`config.mk`:
```
export PLATFORM = sky130hd
export DESIGN_NAME = rlrv_ctrl
export DESIGN_NICKNAME = d
export VERILOG_FILES = /design/src/design/rlrv_pkg.sv /design/src/design/rlrv_ctrl.sv
export SDC_FILE = /design/constraint.sdc
export NUM_CORES = 1
export LEC_CHECK = 0
export BUFFER_PORTS_ARGS = -buffer_cell sky130_fd_sc_hd__buf_2
export CORE_AREA = 2 2 39 41
export CTS_CLUSTER_DIAMETER = 150
export DETAILED_ROUTE_END_ITERATION = 12
export DIE_AREA = 0 0 41 43
export GPL_TIMING_DRIVEN = 0
export PLACE_DENSITY = 0.72
export RECOVER_POWER = 50
export SLEW_MARGIN = 10
export SYNTH_ARGS = -nofsm -noshare
export SYNTH_HDL_FRONTEND = slang
export SYNTH_SLANG_ARGS = --single-unit
export TNS_END_PERCENT = 20
```
`constraint.sdc`:
```
create_clock -name clk_i -period 2.3 [get_ports clk_i]
set_input_delay 0.115 -clock clk_i [delete_from_list [all_inputs] [get_ports clk_i]]
set_output_delay 0.115 -clock clk_i [all_outputs]
set_load 0.03 [all_outputs]
```
`src/design/rlrv_pkg.sv`:
```
`timescale 1ns / 1ps
// ----------------------------------------------------------------------------
// Rolling volatility package
// Shared payload types, controller command and status types, and constants.
// ----------------------------------------------------------------------------
package rlrv_pkg;

  // Input item: one price sample and the new-series flag.
  typedef struct packed {
    logic signed [31:0] price;
    logic               new_series;
  } in_item_t;

  // Result item: annualised deviation and error status.
  typedef struct packed {
    logic [31:0] volatility;
    logic        status;
  } out_item_t;

  // Fixed-point constants.
  localparam logic [31:0] LN2_Q32      = 32'd2977044472;
  localparam logic [31:0] SQRT252_Q24  = 32'd266330047;
  localparam logic [8:0]  WIN_LEN_RST  = 9'd20;

  // Iteration counts of the log, divide and root units, and the width of their step counter.
  localparam int unsigned LOG_STEPS  = 32;
  localparam int unsigned DIV_STEPS  = 64;
  localparam int unsigned SQRT_STEPS = 32;
  localparam int unsigned CNT_W      = 6;

  // Datapath operations issued by the controller.
  typedef enum logic [3:0] {
    OP_IDLE,
    OP_FAIL,
    OP_NORM,
    OP_LOG,
    OP_FIRST,
    OP_DIFF,
    OP_MULHI,
    OP_MULLO,
    OP_SQOLD,
    OP_SQNEW,
    OP_DIV_INIT,
    OP_DIV,
    OP_MEAN2,
    OP_SQRT,
    OP_VOL,
    OP_OUT
  } dp_op_e;

  typedef struct packed {
    logic   in_take;
    logic   cfg_take;
    dp_op_e op;
  } dp_cmd_t;

  typedef struct packed {
    logic failed;
    logic price_bad;
    logic have_prev;
    logic norm_done;
    logic log_last;
    logic div_last;
    logic sqrt_last;
    logic win_full;
    logic out_busy;
  } dp_status_t;

endpackage

```
`src/design/rlrv_ctrl.sv`:
```
`timescale 1ns / 1ps
// ----------------------------------------------------------------------------
// Rolling volatility controller
// Sequences one price at a time: log, window update, divide and root if full.
// ----------------------------------------------------------------------------
module rlrv_ctrl (
  input  logic                clk_i,
  input  logic                rst_ni,
  input  logic                in_valid_i,
  input  logic                cfg_valid_i,
  input  rlrv_pkg::dp_status_t status_i,
  output logic                in_ready_o,
  output logic                cfg_ready_o,
  output rlrv_pkg::dp_cmd_t   cmd_o
);

  typedef enum logic [3:0] {
    S_IDLE, S_DECIDE, S_NORM, S_LOG, S_LOGEND, S_MULHI, S_MULLO, S_SQOLD,
    S_SQNEW, S_CHK, S_DIV, S_MEAN2, S_SQRT, S_VOL, S_OUT
  } state_e;

  state_e state_q, state_d;

  // Next state and the command for the current state.
  always_comb begin
    state_d       = state_q;
    cmd_o.in_take = 1'b0;
    cmd_o.cfg_take = 1'b0;
    cmd_o.op      = rlrv_pkg::OP_IDLE;
    case (state_q)
      S_IDLE: begin
        cmd_o.cfg_take = cfg_valid_i;
        cmd_o.in_take  = in_valid_i;
        if (in_valid_i) state_d = S_DECIDE;
      end
      S_DECIDE: begin
        if (status_i.failed) begin
          state_d = S_IDLE;
        end else if (status_i.price_bad) begin
          cmd_o.op = rlrv_pkg::OP_FAIL;
          state_d  = S_OUT;
        end else begin
          state_d = S_NORM;
        end
      end
      S_NORM: begin
        cmd_o.op = rlrv_pkg::OP_NORM;
        if (status_i.norm_done) state_d = S_LOG;
      end
      S_LOG: begin
        cmd_o.op = rlrv_pkg::OP_LOG;
        if (status_i.log_last) state_d = S_LOGEND;
      end
      S_LOGEND: begin
        if (status_i.have_prev) begin
          cmd_o.op = rlrv_pkg::OP_DIFF;
          state_d  = S_MULHI;
        end else begin
          cmd_o.op = rlrv_pkg::OP_FIRST;
          state_d  = S_IDLE;
        end
      end
      S_MULHI: begin
        cmd_o.op = rlrv_pkg::OP_MULHI;
        state_d  = S_MULLO;
      end
      S_MULLO: begin
        cmd_o.op = rlrv_pkg::OP_MULLO;
        state_d  = status_i.win_full ? S_SQOLD : S_SQNEW;
      end
      S_SQOLD: begin
        cmd_o.op = rlrv_pkg::OP_SQOLD;
        state_d  = S_SQNEW;
      end
      S_SQNEW: begin
        cmd_o.op = rlrv_pkg::OP_SQNEW;
        state_d  = S_CHK;
      end
      S_CHK: begin
        if (status_i.win_full) begin
          cmd_o.op = rlrv_pkg::OP_DIV_INIT;
          state_d  = S_DIV;
        end else begin
          state_d = S_IDLE;
        end
      end
      S_DIV: begin
        cmd_o.op = rlrv_pkg::OP_DIV;
        if (status_i.div_last) state_d = S_MEAN2;
      end
      S_MEAN2: begin
        cmd_o.op = rlrv_pkg::OP_MEAN2;
        state_d  = S_SQRT;
      end
      S_SQRT: begin
        cmd_o.op = rlrv_pkg::OP_SQRT;
        if (status_i.sqrt_last) state_d = S_VOL;
      end
      S_VOL: begin
        cmd_o.op = rlrv_pkg::OP_VOL;
        state_d  = S_OUT;
      end
      S_OUT: begin
        if (!status_i.out_busy) begin
          cmd_o.op = rlrv_pkg::OP_OUT;
          state_d  = S_IDLE;
        end
      end
      default: state_d = S_IDLE;
    endcase
  end

  assign in_ready_o  = (state_q == S_IDLE);
  assign cfg_ready_o = (state_q == S_IDLE);

  // State register.
  always_ff @(posedge clk_i or negedge rst_ni) begin
    if (!rst_ni) begin
      state_q <= S_IDLE;
    end else begin
      state_q <= state_d;
    end
  end

endmodule

```
==> results.yml <==
sta:
  layout_min_cycle_time_ps: 2020
  final.period_utilization_pct: 87.9
  rsz0062_at_grt: "no"
  setup_viol: 0
  tightest_slew_ps: 646
  clock_skew_ps: 4.56
  max_freq_ghz: 0.495
  finalHoldViolations: 0
  slew_viol_final: 0
  slew_headroom_pct: 56.9
  tns_ps: 0
synth:
  synth.avg_cell_area_um2: 7.85
  syn-cell-area_um2: 581
  synth_sequential_area_ratio_pct: 17.2
  synth_warnings: 0
  ys_ff_latch: 4
  syn_inst: 74
  synth_cell_types: 39
  synth-main-ff-cell: "dfrtp_1"
  synth_edf_count: 0
  syn_nets: 87
  synthArstFlopShare_pct: 100
final_layout:
  nets: 113
  drive_above_1_share_pct: 31.6
  reg_top3: "state_q (4)"
  final_cell_mix: "buf_2 (23), a21oi_1 (8), nor2_1 (4), dfrtp_1 (4)"
  num_antenna_cells: 0
  largest_register_ffs: 4
  final_common_cell: "buf_2"
  area_growth_pct: 21.8
  largest_register: "state_q"
  num-fill-cells: 148
  stdcell_count: 114
hold_path:
  min_to: "state_q[0]"
  hp-start: "status_i[4]"
  hp-class: "input pin to flop"
  holdPathStages: 3
clock_network:
  clock_path_buffers: 2
  cts_tree: "yes"
  cts-htree-levels: 1
  cts_resized: 0
  clkTransAtPathRegs_ps: 40
  root_buffer: "clkbuf_4"
  cts_made_buffers: 3
  clock-sinks: 4
  clock_latency_ps: 240
run:
  max_cap_viol_count: 0
placed_design:
  io_buffer_count: 20
  hpwlAfterDp_mm: 1.18
  gp_congestion: 0.812
  post-place-cells: 110
worst_setup_path:
  required_ps: 2180
  end_kind: "output port"
  path_max_fanout: 10
  r2r_slack_ps: 460
  rr_worst_depth: 5
  r2r_end: "state_q[3]"
  path_class: "flop to output port"
  worst_setup_path_start_kind: "flop"
  worstPathArrival_ps: 1910
  r2r-start: "state_q[1]"
power:
  switching_power_uw: 611
  leakage_uw: 0.000315
  comb_power_share_pct: 79.8
  sw_frac_of_total_pct: 55.6
  p_per_area_mw_per_mm2: 1550
  p_clk_share_pct: 7.9
  vdd_drop_max_mv: 0.637
  p_int_uw: 488
  seqPwrFrac_pct: 12.3
die:
  num_io_pins: 21
  coreArea_mm2: 0.00138
  rows: 14
  initial_core_util_pct: 42.0
  die-area_mm2: 0.00176
  die_y_um: 43
  die_w_um: 41
route:
  drc_errors: 0
  vias: 676
  first_pass_iters: 4
  avgViaCountPerCell: 5.93
  dr.first_iter.drc_count: 18
  routed_wirelength_mm: 1.52
  ant_nets: 0
  detail_route.wl_per_cell_um: 13.3
global_routing:
  gr-total-overflow: 0
  grt-busiest-layer: "met2"
  grt.met2_usage_pct: 33.1
  grtUsageMet3_pct: 5.24
  grt_antenna_before_repair: 0
  grt_pass1_wl_mm: 2.55
  use_met1_pct: 25.2
  grt_max_degree: 11
  grt_usage_pct: 20.5
  grt_pass1_vias: 628
run_status:
  status: "complete, no violations"
[timing repair]
| action | CTS | global route |
|---|---|---|
| buffers inserted | 0 | 0 |
| endpoints found under the hold margin | 4 | 0 |
| hold buffers | 1 | 0 |
[layout make-up]
cell class | instances | area (um2) | area share, %
Buffer | 8 | 42.5 | 6.02
Timing Repair Buffer | 21 | 109 | 15.4
Inverter | 3 | 11.3 | 1.59
Multi-Input combinational cell | 59 | 402 | 56.8
Clock buffer | 3 | 22.5 | 3.19
Tap cell | 16 | 20.0 | 2.83
Sequential cell | 4 | 100 | 14.2
[cell usage after synthesis, types with 2 or more instances]
master    count  share of area (%)
nand3_1       3                2.6
a31o_1        2                3.0
or2_1         2                2.2
or2b_1        2                2.6
nand3b_1      3                3.9
mux2i_1       2                3.4
o21ai_0       2                1.7
and2_1        2                2.2
inv_1         2                1.3
a21oi_1       8                6.9
dfrtp_1       4                 17
nor2_1        4                2.6
buf_4         2                2.6
nor2b_1       2                2.2
nor3_1        2                1.7
o22ai_1       2                2.2
a211oi_1      3                3.9
nand2_1       3                1.9
buf_2         4                3.4
[worst max-delay path, cell delays in order, from the launching register on]
cell and delay (ps):
dfrtp_1 410, clkbuf_1 390, buf_2 300, o31ai_1 110, a211oi_1 240, buf_2 230
[cells by family (layout without fill, tap and decap cells)]
group | after synthesis | after routing | share of synthesized area [%]
flip-flops | 4 | 4 | 17.2
buffers and inverters | 11 | 35 | 10.6
AO/OA/AOI/OAI | 27 | 27 | 36.2
AND/OR/NAND/NOR | 30 | 30 | 32.5
multiplexers | 2 | 2 | 3.45
[worst max path at each step]
| stage | end | startpoint | cells after the start | slack [ps] |
|---|---|---|---|---|
| 6_report | cmd_o[3] | state_q[1] | 5 | 280 |
| 5_1_grt | cmd_o[3] | state_q[1] | 5 | 170 |
| 4_1_cts | cmd_o[3] | state_q[2] | 6 | 400 |
| 3_5_place_dp | cmd_o[3] | state_q[2] | 6 | 660 |
| 3_3_place_gp | cmd_o[3] | state_q[2] | 6 | 690 |
| 2_1_floorplan | cmd_o[4] | state_q[1] | 4 | 270 |
[layer usage]
layer | up-vias | share of wire (%)
met3 | 0 | 7.7
met4 | 0 | 0
met2 | 30 | 50
li1 | 332 | -
met1 | 314 | 42
met5 | - | 0
[through the flow]
step           total power (uW)  setup slack (ps)  hold slack (ps)  utilization (%)  area [um2]
4_1_cts                    1150               401              220             53.0         733
2_1_floorplan               859               267             -181                -         581
3_3_place_gp               1050               687            -80.9             50.6         701
3_5_place_dp               1060               656            -78.2             50.6         701
6_report                   1100               278              221             51.1         707
5_1_grt                    1200               167              230             51.1         707
[power by group through the flow]
stage | logic, uW | registers (uW) | clock network, uW
after CTS | 923 | 137 | 89.5
after global routing | 959 | 143 | 99.1
after global placement | 915 | 138 | 0
after detailed placement | 918 | 138 | 0
final | 877 | 135 | 86.7
after floorplan | 732 | 127 | 0
Power figures use the tool's default switching activity.
